### src/rtl/core/dual_sensor_safety_watchdog_macros.svh
// ----------------------------------------------------------------------------
// Assertion macros for the dual sensor safety watchdog
// Clocked on aclk and disabled while aresetn is low.
// ----------------------------------------------------------------------------
`ifndef DUAL_SENSOR_SAFETY_WATCHDOG_MACROS_SVH
`define DUAL_SENSOR_SAFETY_WATCHDOG_MACROS_SVH

// Same-cycle implication
`define DSW_ASSERT_SAME(label, ante, cons, msg) \
    label: assert property (@(posedge aclk) disable iff (!aresetn) \
        (ante) |-> (cons)) else $error(msg);

// Next-cycle implication
`define DSW_ASSERT_NEXT(label, ante, cons, msg) \
    label: assert property (@(posedge aclk) disable iff (!aresetn) \
        (ante) |=> (cons)) else $error(msg);

`endif

### src/rtl/core/dsw_pkg.sv
// ----------------------------------------------------------------------------
// dsw_pkg
// Shared types and codes of the dual sensor safety watchdog.
// ----------------------------------------------------------------------------
`timescale 1ns / 1ps
`default_nettype none

package dsw_pkg;

    // Request codes of an input item
    localparam logic [2:0] REQ_RANGER_BEAT   = 3'd0;
    localparam logic [2:0] REQ_INERTIAL_BEAT = 3'd1;
    localparam logic [2:0] REQ_TICK          = 3'd2;
    localparam logic [2:0] REQ_RANGER_READ   = 3'd3;
    localparam logic [2:0] REQ_INERTIAL_READ = 3'd4;
    localparam logic [2:0] REQ_QUERY         = 3'd5;

    // Configuration register indexes
    localparam logic [2:0] REG_HB_TIMEOUT    = 3'd0;
    localparam logic [2:0] REG_R_DEADLINE    = 3'd1;
    localparam logic [2:0] REG_I_DEADLINE    = 3'd2;
    localparam logic [2:0] REG_GRACE         = 3'd3;
    localparam logic [2:0] REG_MAX_PROMPTS   = 3'd4;
    localparam logic [2:0] REG_OBSTACLE_THR  = 3'd5;

    localparam int APB_ADDR_W = 5;

    typedef enum logic [1:0] {
        HEALTH_OK       = 2'd0,
        HEALTH_DEGRADED = 2'd1,
        HEALTH_DEAD     = 2'd2
    } health_t;

    typedef enum logic [1:0] {
        MODE_NORMAL    = 2'd0,
        MODE_DEGRADED  = 2'd1,
        MODE_SAFE_STOP = 2'd2,
        MODE_RECOVERY  = 2'd3
    } mode_t;

    // Register file contents
    typedef struct packed {
        logic [15:0] hb_timeout;
        logic [15:0] r_deadline;
        logic [15:0] i_deadline;
        logic [15:0] grace;
        logic [2:0]  max_prompts;
        logic [15:0] obstacle_thr;
    } cfg_t;

    // Per-source view of the configuration
    typedef struct packed {
        logic [15:0] timeout;
        logic [15:0] deadline;
        logic [15:0] grace;
        logic [2:0]  max_prompts;
    } src_cfg_t;

    // What the current item means to one source
    typedef struct packed {
        logic beat;
        logic tick;
        logic read;
    } src_ctl_t;

    // Source status after the current item
    typedef struct packed {
        logic        alive;
        health_t     data_health;
        health_t     health;
        logic [31:0] age;
        logic        prompt;
        logic [2:0]  prompt_count;
    } src_stat_t;

endpackage

`default_nettype wire

### src/rtl/core/dsw_regs.sv
// ----------------------------------------------------------------------------
// dsw_regs
// APB register file holding the watchdog thresholds and limits.
// ----------------------------------------------------------------------------
`timescale 1ns / 1ps
`default_nettype none

module dsw_regs (
    input  wire logic                         aclk,
    input  wire logic                         aresetn,
    input  wire logic                         psel,
    input  wire logic                         penable,
    input  wire logic                         pwrite,
    input  wire logic [dsw_pkg::APB_ADDR_W-1:0] paddr,
    input  wire logic [31:0]                  pwdata,
    output logic      [31:0]                  prdata,
    output logic                              pready,
    output dsw_pkg::cfg_t                     cfg
);
    import dsw_pkg::*;

    cfg_t        cfg_reg;
    cfg_t        cfg_next;
    logic [2:0]  reg_idx;
    logic        wr_en;

    assign reg_idx = paddr[4:2];
    assign wr_en   = psel && penable && pwrite && pready;
    assign pready  = 1'b1;
    assign cfg     = cfg_reg;

    // Decode the write
    always_comb begin
        cfg_next = cfg_reg;
        if (wr_en) begin
            case (reg_idx)
                REG_HB_TIMEOUT:   cfg_next.hb_timeout   = pwdata[15:0];
                REG_R_DEADLINE:   cfg_next.r_deadline   = pwdata[15:0];
                REG_I_DEADLINE:   cfg_next.i_deadline   = pwdata[15:0];
                REG_GRACE:        cfg_next.grace        = pwdata[15:0];
                REG_MAX_PROMPTS:  cfg_next.max_prompts  = pwdata[2:0];
                REG_OBSTACLE_THR: cfg_next.obstacle_thr = pwdata[15:0];
                default:          cfg_next = cfg_reg;
            endcase
        end
    end

    // Hold the registers, reset to the default limits
    always_ff @(posedge aclk) begin
        if (!aresetn) begin
            cfg_reg.hb_timeout   <= 16'd250;
            cfg_reg.r_deadline   <= 16'd300;
            cfg_reg.i_deadline   <= 16'd300;
            cfg_reg.grace        <= 16'd2000;
            cfg_reg.max_prompts  <= 3'd3;
            cfg_reg.obstacle_thr <= 16'd200;
        end else begin
            cfg_reg <= cfg_next;
        end
    end

    // Read back
    always_comb begin
        case (reg_idx)
            REG_HB_TIMEOUT:   prdata = {16'd0, cfg_reg.hb_timeout};
            REG_R_DEADLINE:   prdata = {16'd0, cfg_reg.r_deadline};
            REG_I_DEADLINE:   prdata = {16'd0, cfg_reg.i_deadline};
            REG_GRACE:        prdata = {16'd0, cfg_reg.grace};
            REG_MAX_PROMPTS:  prdata = {29'd0, cfg_reg.max_prompts};
            REG_OBSTACLE_THR: prdata = {16'd0, cfg_reg.obstacle_thr};
            default:          prdata = 32'd0;
        endcase
    end

endmodule

`default_nettype wire

### src/rtl/core/dsw_source.sv
// ----------------------------------------------------------------------------
// dsw_source
// Heartbeat watchdog, reading deadline and recovery prompting of one source.
// ----------------------------------------------------------------------------
`timescale 1ns / 1ps
`default_nettype none

module dsw_source #(
    parameter int TIME_BITS = 32
) (
    input  wire logic                  aclk,
    input  wire logic                  aresetn,
    input  wire logic                  step,
    input  wire dsw_pkg::src_ctl_t     ctl,
    input  wire logic [TIME_BITS-1:0]  now,
    input  wire dsw_pkg::src_cfg_t     cfg,
    output dsw_pkg::src_stat_t         stat
);
    import dsw_pkg::*;

    logic                 alive_reg, alive_next;
    logic                 beat_seen_reg, beat_seen_next;
    logic [TIME_BITS-1:0] last_beat_reg, last_beat_next;
    logic                 read_seen_reg, read_seen_next;
    logic [TIME_BITS-1:0] last_read_reg, last_read_next;
    health_t              data_health_reg, data_health_next;
    logic                 recovering_reg, recovering_next;
    logic [TIME_BITS-1:0] rstart_reg, rstart_next;
    logic [2:0]           count_reg, count_next;

    logic [TIME_BITS-1:0] beat_age;
    logic [TIME_BITS-1:0] read_age;
    logic [TIME_BITS-1:0] rec_age;
    logic                 wd_fire;
    logic                 alive_wd;
    logic                 recov_wd;
    logic                 grace_met;
    logic                 prompt;
    health_t              dh_tick;

    // Ages, wrapping at the time width
    assign beat_age = now - last_beat_reg;
    assign read_age = now - last_read_reg;
    assign rec_age  = now - rstart_reg;

    // Watchdog: a live source whose heartbeat is too old dies now
    assign wd_fire  = ctl.tick && beat_seen_reg && alive_reg
                      && (beat_age > TIME_BITS'(cfg.timeout));
    assign alive_wd = alive_reg && !wd_fire;
    assign recov_wd = recovering_reg || wd_fire;

    // Grace time counts from death or the last prompt
    assign grace_met = wd_fire ? (cfg.grace == 16'd0)
                               : (rec_age >= TIME_BITS'(cfg.grace));
    assign prompt    = ctl.tick && !alive_wd && recov_wd && grace_met
                       && (count_reg < cfg.max_prompts);

    // Data health on a tick
    always_comb begin
        if (!read_seen_reg) begin
            dh_tick = HEALTH_DEAD;
        end else if (read_age > TIME_BITS'(cfg.deadline)) begin
            dh_tick = HEALTH_DEGRADED;
        end else begin
            dh_tick = HEALTH_OK;
        end
    end

    // State update for the current item
    always_comb begin
        alive_next       = alive_reg;
        beat_seen_next   = beat_seen_reg;
        last_beat_next   = last_beat_reg;
        read_seen_next   = read_seen_reg;
        last_read_next   = last_read_reg;
        data_health_next = data_health_reg;
        recovering_next  = recovering_reg;
        rstart_next      = rstart_reg;
        count_next       = count_reg;
        if (ctl.beat) begin
            last_beat_next = now;
            beat_seen_next = 1'b1;
            if (!alive_reg) begin
                alive_next      = 1'b1;
                recovering_next = 1'b0;
                count_next      = 3'd0;
            end
        end
        if (ctl.tick) begin
            alive_next       = alive_wd;
            recovering_next  = recov_wd;
            data_health_next = dh_tick;
            if (wd_fire || prompt) begin
                rstart_next = now;
            end
            if (prompt) begin
                count_next = count_reg + 3'd1;
            end
        end
        if (ctl.read) begin
            last_read_next = now;
            read_seen_next = 1'b1;
        end
    end

    // Advance the source state on each transfer into the result stage
    always_ff @(posedge aclk) begin
        if (!aresetn) begin
            alive_reg       <= 1'b0;
            beat_seen_reg   <= 1'b0;
            read_seen_reg   <= 1'b0;
            data_health_reg <= HEALTH_DEAD;
            recovering_reg  <= 1'b0;
            count_reg       <= 3'd0;
        end else if (step) begin
            alive_reg       <= alive_next;
            beat_seen_reg   <= beat_seen_next;
            read_seen_reg   <= read_seen_next;
            data_health_reg <= data_health_next;
            recovering_reg  <= recovering_next;
            count_reg       <= count_next;
        end
    end

    // Timestamps only matter once their flag is set
    always_ff @(posedge aclk) begin
        if (step) begin
            last_beat_reg <= last_beat_next;
            last_read_reg <= last_read_next;
            rstart_reg    <= rstart_next;
        end
    end

    // Status after this item
    always_comb begin
        stat.alive        = alive_next;
        stat.data_health  = data_health_next;
        stat.health       = alive_next ? data_health_next : HEALTH_DEAD;
        stat.age          = (read_seen_reg && !ctl.read) ? 32'(read_age) : 32'd0;
        stat.prompt       = prompt;
        stat.prompt_count = count_next;
    end

endmodule

`default_nettype wire

### src/rtl/core/dual_sensor_safety_watchdog.sv
// Dual sensor safety watchdog. Takes one item per clock (heartbeat, tick,
// reading or query for the ranger or inertial source) and returns one status
// snapshot per item. Throughput is one item per cycle while the result side
// is not stalled: each item is captured in an input register, and the whole
// source state (watchdogs, deadlines, recovery prompts, mode and obstacle
// override) is updated in the single cycle that moves it into the result
// register. Either side may stall freely; no clearing pass is needed after
// reset. Times wrap at TIME_BITS bits.
// ----------------------------------------------------------------------------
// dual_sensor_safety_watchdog
// Two-source heartbeat, staleness and recovery supervisor with system mode.
// ----------------------------------------------------------------------------
`timescale 1ns / 1ps
`default_nettype none

module dual_sensor_safety_watchdog #(
    parameter int TIME_BITS = 32
) (
    input  wire logic                           aclk,
    input  wire logic                           aresetn,
    // configuration port
    input  wire logic                           psel,
    input  wire logic                           penable,
    input  wire logic                           pwrite,
    input  wire logic [dsw_pkg::APB_ADDR_W-1:0] paddr,
    input  wire logic [31:0]                    pwdata,
    output logic      [31:0]                    prdata,
    output logic                                pready,
    // input channel
    input  wire logic                           s_valid,
    output logic                                s_ready,
    input  wire logic [2:0]                     s_req_type,
    input  wire logic [31:0]                    s_now_ms,
    input  wire logic [15:0]                    s_distance_mm,
    input  wire logic                           s_ranger_connected,
    input  wire logic                           s_inertial_valid,
    // result channel
    output logic                                m_valid,
    input  wire logic                           m_ready,
    output logic [1:0]                          m_system_mode,
    output logic                                m_override_on,
    output logic [1:0]                          m_ranger_health,
    output logic [1:0]                          m_inertial_health,
    output logic signed [16:0]                  m_last_distance_mm,
    output logic [31:0]                         m_ranger_age_ms,
    output logic [31:0]                         m_inertial_age_ms,
    output logic                                m_ranger_prompt,
    output logic                                m_inertial_prompt,
    output logic [2:0]                          m_ranger_prompts_used,
    output logic [2:0]                          m_inertial_prompts_used
);
    import dsw_pkg::*;
    `include "dual_sensor_safety_watchdog_macros.svh"

    cfg_t                 cfg;
    src_cfg_t             r_cfg, i_cfg;
    src_ctl_t             r_ctl, i_ctl;
    src_stat_t            r_stat, i_stat;

    // input stage
    logic                 in_valid_reg, in_valid_next;
    logic [2:0]           req_reg;
    logic [TIME_BITS-1:0] now_reg;
    logic [15:0]          dist_reg;
    logic                 conn_reg;
    logic                 accept;
    logic                 adv;

    // block-level state
    mode_t                mode_reg, mode_next;
    logic                 override_reg, override_next;
    logic [16:0]          distance_reg, distance_next;

    // result stage
    logic                 m_valid_reg, m_valid_next;
    mode_t                m_system_mode_reg;
    logic                 m_override_on_reg;
    logic [1:0]           m_ranger_health_reg;
    logic [1:0]           m_inertial_health_reg;
    logic [16:0]          m_last_distance_mm_reg;
    logic [31:0]          m_ranger_age_ms_reg;
    logic [31:0]          m_inertial_age_ms_reg;
    logic                 m_ranger_prompt_reg;
    logic                 m_inertial_prompt_reg;
    logic [2:0]           m_ranger_prompts_used_reg;
    logic [2:0]           m_inertial_prompts_used_reg;

    dsw_regs u_regs (
        .aclk    (aclk),
        .aresetn (aresetn),
        .psel    (psel),
        .penable (penable),
        .pwrite  (pwrite),
        .paddr   (paddr),
        .pwdata  (pwdata),
        .prdata  (prdata),
        .pready  (pready),
        .cfg     (cfg)
    );

    // Handshake: the input stage frees up whenever its item moves on
    assign adv           = in_valid_reg && (!m_valid_reg || m_ready);
    assign s_ready       = !in_valid_reg || adv;
    assign accept        = s_valid && s_ready;
    assign in_valid_next = accept ? 1'b1 : (adv ? 1'b0 : in_valid_reg);
    assign m_valid_next  = adv ? 1'b1 : (m_ready ? 1'b0 : m_valid_reg);

    always_ff @(posedge aclk) begin
        if (!aresetn) begin
            in_valid_reg <= 1'b0;
            m_valid_reg  <= 1'b0;
        end else begin
            in_valid_reg <= in_valid_next;
            m_valid_reg  <= m_valid_next;
        end
    end

    // Capture the input transfer
    always_ff @(posedge aclk) begin
        if (accept) begin
            req_reg  <= s_req_type;
            now_reg  <= TIME_BITS'(s_now_ms);
            dist_reg <= s_distance_mm;
            conn_reg <= s_ranger_connected;
        end
    end

    // Route the request to each source
    always_comb begin
        r_ctl.beat = (req_reg == REQ_RANGER_BEAT);
        r_ctl.tick = (req_reg == REQ_TICK);
        r_ctl.read = (req_reg == REQ_RANGER_READ);
        i_ctl.beat = (req_reg == REQ_INERTIAL_BEAT);
        i_ctl.tick = (req_reg == REQ_TICK);
        i_ctl.read = (req_reg == REQ_INERTIAL_READ);
        r_cfg.timeout     = cfg.hb_timeout;
        r_cfg.deadline    = cfg.r_deadline;
        r_cfg.grace       = cfg.grace;
        r_cfg.max_prompts = cfg.max_prompts;
        i_cfg.timeout     = cfg.hb_timeout;
        i_cfg.deadline    = cfg.i_deadline;
        i_cfg.grace       = cfg.grace;
        i_cfg.max_prompts = cfg.max_prompts;
    end

    dsw_source #(.TIME_BITS(TIME_BITS)) u_ranger (
        .aclk    (aclk),
        .aresetn (aresetn),
        .step    (adv),
        .ctl     (r_ctl),
        .now     (now_reg),
        .cfg     (r_cfg),
        .stat    (r_stat)
    );

    dsw_source #(.TIME_BITS(TIME_BITS)) u_inertial (
        .aclk    (aclk),
        .aresetn (aresetn),
        .step    (adv),
        .ctl     (i_ctl),
        .now     (now_reg),
        .cfg     (i_cfg),
        .stat    (i_stat)
    );

    // Mode on a tick, obstacle override on a connected ranger reading
    always_comb begin
        mode_next     = mode_reg;
        override_next = override_reg;
        distance_next = distance_reg;
        if (req_reg == REQ_TICK) begin
            if (!r_stat.alive || !i_stat.alive) begin
                mode_next = MODE_SAFE_STOP;
            end else if (r_stat.data_health != HEALTH_OK
                         || i_stat.data_health != HEALTH_OK) begin
                mode_next = MODE_DEGRADED;
            end else begin
                mode_next = MODE_NORMAL;
            end
        end
        if (req_reg == REQ_RANGER_READ && conn_reg) begin
            distance_next = {1'b0, dist_reg};
            override_next = (dist_reg < cfg.obstacle_thr);
        end
    end

    always_ff @(posedge aclk) begin
        if (!aresetn) begin
            mode_reg     <= MODE_RECOVERY;
            override_reg <= 1'b0;
            distance_reg <= 17'h1FFFF;
        end else if (adv) begin
            mode_reg     <= mode_next;
            override_reg <= override_next;
            distance_reg <= distance_next;
        end
    end

    // Load the result snapshot
    always_ff @(posedge aclk) begin
        if (adv) begin
            m_system_mode_reg           <= mode_next;
            m_override_on_reg           <= override_next;
            m_ranger_health_reg         <= r_stat.health;
            m_inertial_health_reg       <= i_stat.health;
            m_last_distance_mm_reg      <= distance_next;
            m_ranger_age_ms_reg         <= r_stat.age;
            m_inertial_age_ms_reg       <= i_stat.age;
            m_ranger_prompt_reg         <= r_stat.prompt;
            m_inertial_prompt_reg       <= i_stat.prompt;
            m_ranger_prompts_used_reg   <= r_stat.prompt_count;
            m_inertial_prompts_used_reg <= i_stat.prompt_count;
        end
    end

    assign m_valid                 = m_valid_reg;
    assign m_system_mode           = m_system_mode_reg;
    assign m_override_on           = m_override_on_reg;
    assign m_ranger_health         = m_ranger_health_reg;
    assign m_inertial_health       = m_inertial_health_reg;
    assign m_last_distance_mm      = $signed(m_last_distance_mm_reg);
    assign m_ranger_age_ms         = m_ranger_age_ms_reg;
    assign m_inertial_age_ms       = m_inertial_age_ms_reg;
    assign m_ranger_prompt         = m_ranger_prompt_reg;
    assign m_inertial_prompt       = m_inertial_prompt_reg;
    assign m_ranger_prompts_used   = m_ranger_prompts_used_reg;
    assign m_inertial_prompts_used = m_inertial_prompts_used_reg;

    // Checks
    `DSW_ASSERT_NEXT(a_adv_loads_result, adv, m_valid_reg, "result not loaded after advance")
    `DSW_ASSERT_SAME(a_stall_only_full, !s_ready, in_valid_reg && m_valid_reg && !m_ready, "input stalled without a full pipe")
    `DSW_ASSERT_SAME(a_r_prompt_stop, m_valid_reg && m_ranger_prompt_reg, m_system_mode_reg == MODE_SAFE_STOP && m_ranger_health_reg == HEALTH_DEAD, "ranger prompt while not in safe stop")
    `DSW_ASSERT_SAME(a_i_prompt_stop, m_valid_reg && m_inertial_prompt_reg, m_system_mode_reg == MODE_SAFE_STOP && m_inertial_health_reg == HEALTH_DEAD, "inertial prompt while not in safe stop")

endmodule

`default_nettype wire

### config.mk
export PLATFORM = sky130hd
export DESIGN_NAME = dual_sensor_safety_watchdog
export DESIGN_NICKNAME = d
export VERILOG_FILES = /design/src/rtl/core/dsw_pkg.sv /design/src/rtl/core/dsw_regs.sv /design/src/rtl/core/dsw_source.sv /design/src/rtl/core/dual_sensor_safety_watchdog.sv
export VERILOG_INCLUDE_DIRS = /design/src /design/src/rtl/core
export SDC_FILE = /design/constraint.sdc
export NUM_CORES = 1
export LEC_CHECK = 0
export ABC_CLOCK_PERIOD_IN_PS = 6000
export BUFFER_PORTS_ARGS = -buffer_cell sky130_fd_sc_hd__buf_2
export CORE_MARGIN = 10
export CORE_UTILIZATION = 30
export CTS_CLUSTER_DIAMETER = 40
export DETAILED_ROUTE_END_ITERATION = 12
export PLACE_DENSITY_LB_ADDON = 0.08
export SYNTH_ARGS = -nofsm -noshare
export SYNTH_HDL_FRONTEND = slang
export SYNTH_SLANG_ARGS = --single-unit
### constraint.sdc
create_clock -name aclk -period 6 [get_ports aclk]
set_input_delay 0 -clock aclk [delete_from_list [all_inputs] [get_ports aclk]]
set_output_delay 0 -clock aclk [all_outputs]
set_load 0.05 [all_outputs]
Word level (Yosys, flattened, before mapping)
Index checks and enable logic that the tools add are counted. Widths: inputs -> output; s select.

$add $sub $neg: 8. $lt $le $gt $ge: 9. Eq/ne operators: 11. Multiplexer cells: 36. Reductions and logical operators: 64.

Operators by type and width (number): $sub 32x32->32 (6); $gt 32x16->1 (4); $pmux 16 s6 (1); $ge 32x16->1 (2); $mux 3 (8); $logic_and 1x1->1 (23); $mux 1 (20); $reduce_and 2->1 (10); $mux 17 (1); $logic_not 16->1 (1); $lt 16x16->1 (1); $eq 3x2->1 const B (4); $mux 2 (6); $reduce_and 3->1 (4); $reduce_bool 2->1 (6); $logic_not 1->1 (10); $eq 3x3->1 const B (3); $logic_or 1x1->1 (8); $add 3x1->3 const B (2); $eq 3x1->1 const B (2); $logic_not 3->1 (2); $lt 3x3->1 (2); $ne 2x1->1 const B (2).

Register bits after elaboration: 463. Input port bits: 97. Output and inout port bits: 131. Word-level logic and storage cells: 172.

Logic depth before layout (Yosys ltp)
Word-level depth: 13. Depth in mapped cells: 25. Depth with buffers taken out: 25.

Hierarchy
Synthesis repeated with hierarchy kept, for this count alone.

Cells, all modules: 3365. Area total of the unflattened synthesis: 32005.7 µm².

By module, submodules not included: dsw_source at u_ranger (times used 1, cells each 1339, area each 11308.3 µm², seq. area each 3062.9 µm²); dsw_source at u_inertial (times used 1, cells each 1281, area each 10874.2 µm², seq. area each 3062.9 µm²); dual_sensor_safety_watchdog (times used 1, cells each 330, area each 5905.7 µm², seq. area each 4884.7 µm²); dsw_regs (times used 1, cells each 415, area each 3917.5 µm², seq. area each 1661.6 µm²).

Least setup slack after synthesis
OpenSTA, ideal clock, no wires.

Path kind: flip-flop to flip-flop. Start: register now_reg[0]. End: register u_inertial.rstart_reg[0] (enable). Setup time: 0.432 ns. Data arrival time: 5.940 ns. Data required time: 5.568 ns. Slack: -0.372 ns. Stages on the path, launching flop included: 25. Path buffers: 0. Clock period less this slack: 6.372 ns. Cell sequence: edfxtp_1 > inv_1 > ha_1 > inv_1 > fa_1 > a21o_1 > a311o_1 > o21ba_2 > o21a_1 > nor2_1 > o21ai_0 > a21o_1 > a21oi_1 > xnor2_1 > ha_1 > o2111ai_1 > nor4_1 > a221oi_1 > o211ai_1 > a311oi_1 > and4_1 > nand3_1 > or4_1 > a32oi_4 > a21oi_1.

Word-level cells in the longest chain between the ends: 12. Elaborated cells between the ends (all ways): 16. Those cells by class: add/sub: 2; order compare: 2; mux: 1; reduce/logical: 11.

RTL lines: start: declaration (line dual_sensor_safety_watchdog.sv:63) `logic [TIME_BITS-1:0] now_reg;`; start signal: assignment (line dual_sensor_safety_watchdog.sv:122) `now_reg <= TIME_BITS'(s_now_ms);`; $sub 32x32->32 (line dsw_source.sv:42) `assign beat_age = now - last_beat_reg;`; $gt 32x16->1 (line dsw_source.sv:48) `&& (beat_age > TIME_BITS'(cfg.timeout));`; $logic_and 1x1->1 (line dsw_source.sv:48); $logic_not 1->1 (line dsw_source.sv:49) `assign alive_wd = alive_reg && !wd_fire;`; $logic_and 1x1->1 (line dsw_source.sv:49); $logic_not 1->1 (line dsw_source.sv:55) `assign prompt = ctl.tick && !alive_wd && recov_wd && grace_met`; $logic_and 1x1->1 (3 in a row) (line dsw_source.sv:55); $logic_and 1x1->1 (line dsw_source.sv:56) `&& (count_reg < cfg.max_prompts);`; $logic_or 1x1->1 (*) (line dsw_source.sv:93) `if (wd_fire || prompt) begin`; $reduce_and 3->1 (no line) (*); end signal: assignment (line dsw_source.sv:130) `rstart_reg <= rstart_next;`; end: declaration (line dsw_source.sv:28) `logic [TIME_BITS-1:0] rstart_reg, rstart_next;`.

Mark *: on every way between the ends. The rest lies on a longest branch, timed or not. A chain may end at the register's enable or synchronous reset.

Worst setup path after layout
Start: register now_reg[1]. End: register u_inertial.rstart_reg[0] (enable).

Same word-level chain as after synthesis.

==> reports/qor.txt <==
Status: completed
TritonCTS Buffers: 98
Most used flip-flop cell after synthesis: sky130_fd_sc_hd__edfxtp_1
X dimension of the die: 342 um
Vias in the first global route: 26.4k
Cells after Synth: 3382
Half-perimeter wire length after placement: 87600 um
EDFF count, synth: 340
Data arrival, critical path: 6140 ps
IO buf count: 191
Clock root buffer master: sky130_fd_sc_hd__clkbuf_16
Wire length of the first global-routing pass: 169000 um
Antenna violations before repair: 5
Time the worst path needs with I/O delays and setup: 5730 ps
Data required time of the critical path: 6410 ps
Setup slack of the most critical reg-to-reg path: 270 ps
Most frequent cells after synthesis: 373 x sky130_fd_sc_hd__nand2_1, 340 x sky130_fd_sc_hd__edfxtp_1, 329 x sky130_fd_sc_hd__inv_1
Post-route clock skew: 38.9 ps
Ratio of total power to cell area: 271 nW/um^2
Cell taking the most area after synthesis: sky130_fd_sc_hd__edfxtp_1
Async set-or-reset flop fraction in the synthesized netlist: 0%
Highest achievable clock rate: 175 MHz
Vias per std cell: 5.12
Kind of critical path: reg2reg
Finished Cell Area: 38600 sq um
Largest net degree at the start of global routing: 69
Placer Congestion: 0.873
Total global routing overflow: 0
Timing startpoint of the critical path: now_reg[1]
Cell area after synthesis: 31200 sq um
Synthesis warning total: 0
1st-iter DRT viols: 1773
Clock sink total: 463
CTS tree: done
Register clock-pin slew on the reported worst setup and hold paths: 50 ps
Max transition margin: 25.9%
Final-stage net count: 4163
Area growth, synth to finish: 23.7%
Share of post-route cells with drive strength above 1: 14.3%
Area contributors post-synth: sky130_fd_sc_hd__edfxtp_1 33%, sky130_fd_sc_hd__ha_1 12%, sky130_fd_sc_hd__dfxtp_1 7.9%
Area used by multi-input combinational logic: 16900 sq um
Final wirelength: 114000 um
Setup violations, final: 0
Remaining DRCs: 0
First drt pass iteration count: 5
Total vias in the final route: 26.7k
CP endpoint kind: flip-flop
Final period utilization: 95.5%
Leakage power summed over all cells: 0.0159 uW
Core box area: 103000 sq um
Classification of the worst-slack hold path: in2reg
Vert. Die Dim: 342 um
Top-area cell type share of the netlist area: 32.8%
Number of filler cells placed in the layout: 10.6k
Launch instance of the worst register-to-register path: now_reg[1]
Sequential area share after synthesis: 40.7%
Storage cell area: 12700 sq um
Number of synthesized register bits: 463
Average footprint of a synthesized cell: 9.22 sq um
Post-DRT Antenna Nets: 0
Total Die Area: 117000 sq um
Clock latency on the worst-skew pair: 690 ps
Max Slew Vio Count: 0
Netlist cell types: 88
Max Buffers Root-to-Sink: 3
Maximum fanout along the worst path: 8
Hold Fails Final Rpt: 0
Htree depth: 3
VDD IR-drop max: 0.000339 V
Placement-stage cell area: 34200 sq um
Worst hold path startpoint: s_distance_mm[12]
I/O pins: 228
Total number of placement rows: 118
Actual slew at the worst max-slew pin: 1110 ps
Most frequent cell after synthesis: sky130_fd_sc_hd__nand2_1
Number of flip-flops under the largest register name: 83
Total GRT Usage: 18.8%
Initial cell density of the core: 30.2%
Max Cap Viol: 0
Post-DR wirelength/cell: 21.9 um
Crit start category: flip-flop
Core Util, Final: 37.3%
## path summary, 6_finish.rpt
path,endpoint,cells past startpoint
setup / recovery,u_inertial.rstart_reg[0],24
hold / removal,dist_reg[12],2
setup reg to reg,u_inertial.rstart_reg[0],24
hold reg to reg,u_regs.cfg[44],2
## per-layer routing
| layer | wire length (um) | GRT usage [%] | vias to the layer above |
|---|---|---|---|
| li1 | - | - | 13200 |
| met1 | 54400 | 25.7 | 12900 |
| met2 | 52100 | 30.5 | 562 |
| met3 | 4560 | 2.70 | 154 |
| met4 | 3100 | 5.49 | 0 |
| met5 | 0 | 0 | - |
## per-stage QoR
stage	TNS, ps	setup slack (ps)	total power (uW)	std cells	hold slack [ps]
2_1_floorplan	0	148	4620	3397	98.9
3_3_place_gp	-8.73	-8.73	5170	4937	177
3_5_place_dp	-1240	-56.8	5150	4937	178
4_1_cts	0	16.9	10600	5212	0.150
5_1_grt	-5.90	-5.90	10900	5219	13.8
6_report	0	270	10400	5220	48.8
## logic make-up after synthesis
logic type	synth area share (%)
xor gates and xnor gates	3.23
adders and majority gates	12.5
and+or+nand+nor	16.5
buffers and inverters	5.76
other	0.0241
muxes	1.79
AOI/OAI and AO/OA	19.5
DFF	40.7
## cell type report
| cell class | instances | area share, % |
|---|---|---|
| multi-input cells | 2475 | 43.9 |
| flip-flops and latches | 463 | 32.9 |
| repair buffers | 389 | 7.11 |
| clock buffers | 123 | 6.98 |
| well taps | 1380 | 4.48 |
| inverters | 330 | 3.22 |
| clock inverters | 59 | 1.50 |
| diodes | 1 | 0.00649 |
## cells in the final DEF, fill, tap and decap left out, types with 33 or more instances in the layout
cell / Yosys / routed
sky130_fd_sc_hd__a21o_1: 92 / 92
sky130_fd_sc_hd__a21oi_1: 275 / 270
sky130_fd_sc_hd__and3_1: 60 / 60
sky130_fd_sc_hd__buf_2: 2 / 191
sky130_fd_sc_hd__buf_4: 17 / 100
sky130_fd_sc_hd__clkbuf_16: 0 / 103
sky130_fd_sc_hd__dfxtp_1: 123 / 123
sky130_fd_sc_hd__dlygate4sd3_1: 0 / 92
sky130_fd_sc_hd__edfxtp_1: 340 / 340
sky130_fd_sc_hd__ha_1: 303 / 303
sky130_fd_sc_hd__inv_1: 329 / 327
sky130_fd_sc_hd__nand2_1: 373 / 373
sky130_fd_sc_hd__nand2b_1: 34 / 33
sky130_fd_sc_hd__nand3_1: 100 / 100
sky130_fd_sc_hd__nand4_1: 57 / 57
sky130_fd_sc_hd__nor2_1: 214 / 209
sky130_fd_sc_hd__nor2b_1: 37 / 36
sky130_fd_sc_hd__nor3_1: 46 / 45
sky130_fd_sc_hd__o211ai_1: 63 / 63
sky130_fd_sc_hd__o21a_1: 43 / 42
sky130_fd_sc_hd__o21ai_0: 141 / 135
sky130_fd_sc_hd__xnor2_1: 72 / 70
sky130_fd_sc_hd__xor2_1: 43 / 43
## power by group
part / total (uW) / switching, uW / internal, uW
clock: 5280 / 1890 / 3390
sequential: 3570 / 52.0 / 3520
combinational: 1580 / 1020 / 564
## repair_timing
item                       CTS  global route
gates resized for setup      2            33
hold endpoints to repair   171             0
pin swaps                    0            13
cloned                       0             3
hold buffers                92             0
setup endpoints to repair   33            85
setup buffers                1             4
## worst max-delay path: stages (launching register included)
cell	delay, ps
sky130_fd_sc_hd__edfxtp_1	410
sky130_fd_sc_hd__buf_4	170
sky130_fd_sc_hd__buf_4	150
sky130_fd_sc_hd__fa_2	400
sky130_fd_sc_hd__a21o_1	180
sky130_fd_sc_hd__a311o_1	380
sky130_fd_sc_hd__o21ba_2	220
sky130_fd_sc_hd__o21a_1	180
sky130_fd_sc_hd__nor2_2	110
sky130_fd_sc_hd__o21ai_1	100
sky130_fd_sc_hd__a21o_1	200
sky130_fd_sc_hd__a21oi_2	140
sky130_fd_sc_hd__xnor2_1	130
sky130_fd_sc_hd__ha_1	260
sky130_fd_sc_hd__o2111ai_2	190
sky130_fd_sc_hd__nor4_1	120
sky130_fd_sc_hd__a221oi_1	260
sky130_fd_sc_hd__o211ai_1	130
sky130_fd_sc_hd__a311oi_1	210
sky130_fd_sc_hd__and4_1	210
sky130_fd_sc_hd__nand3_1	90
sky130_fd_sc_hd__or4_4	580
sky130_fd_sc_hd__a32oi_4	280
sky130_fd_sc_hd__a21oi_4	170
sky130_fd_sc_hd__clkbuf_16	220
Power figures use the tool's default switching activity.
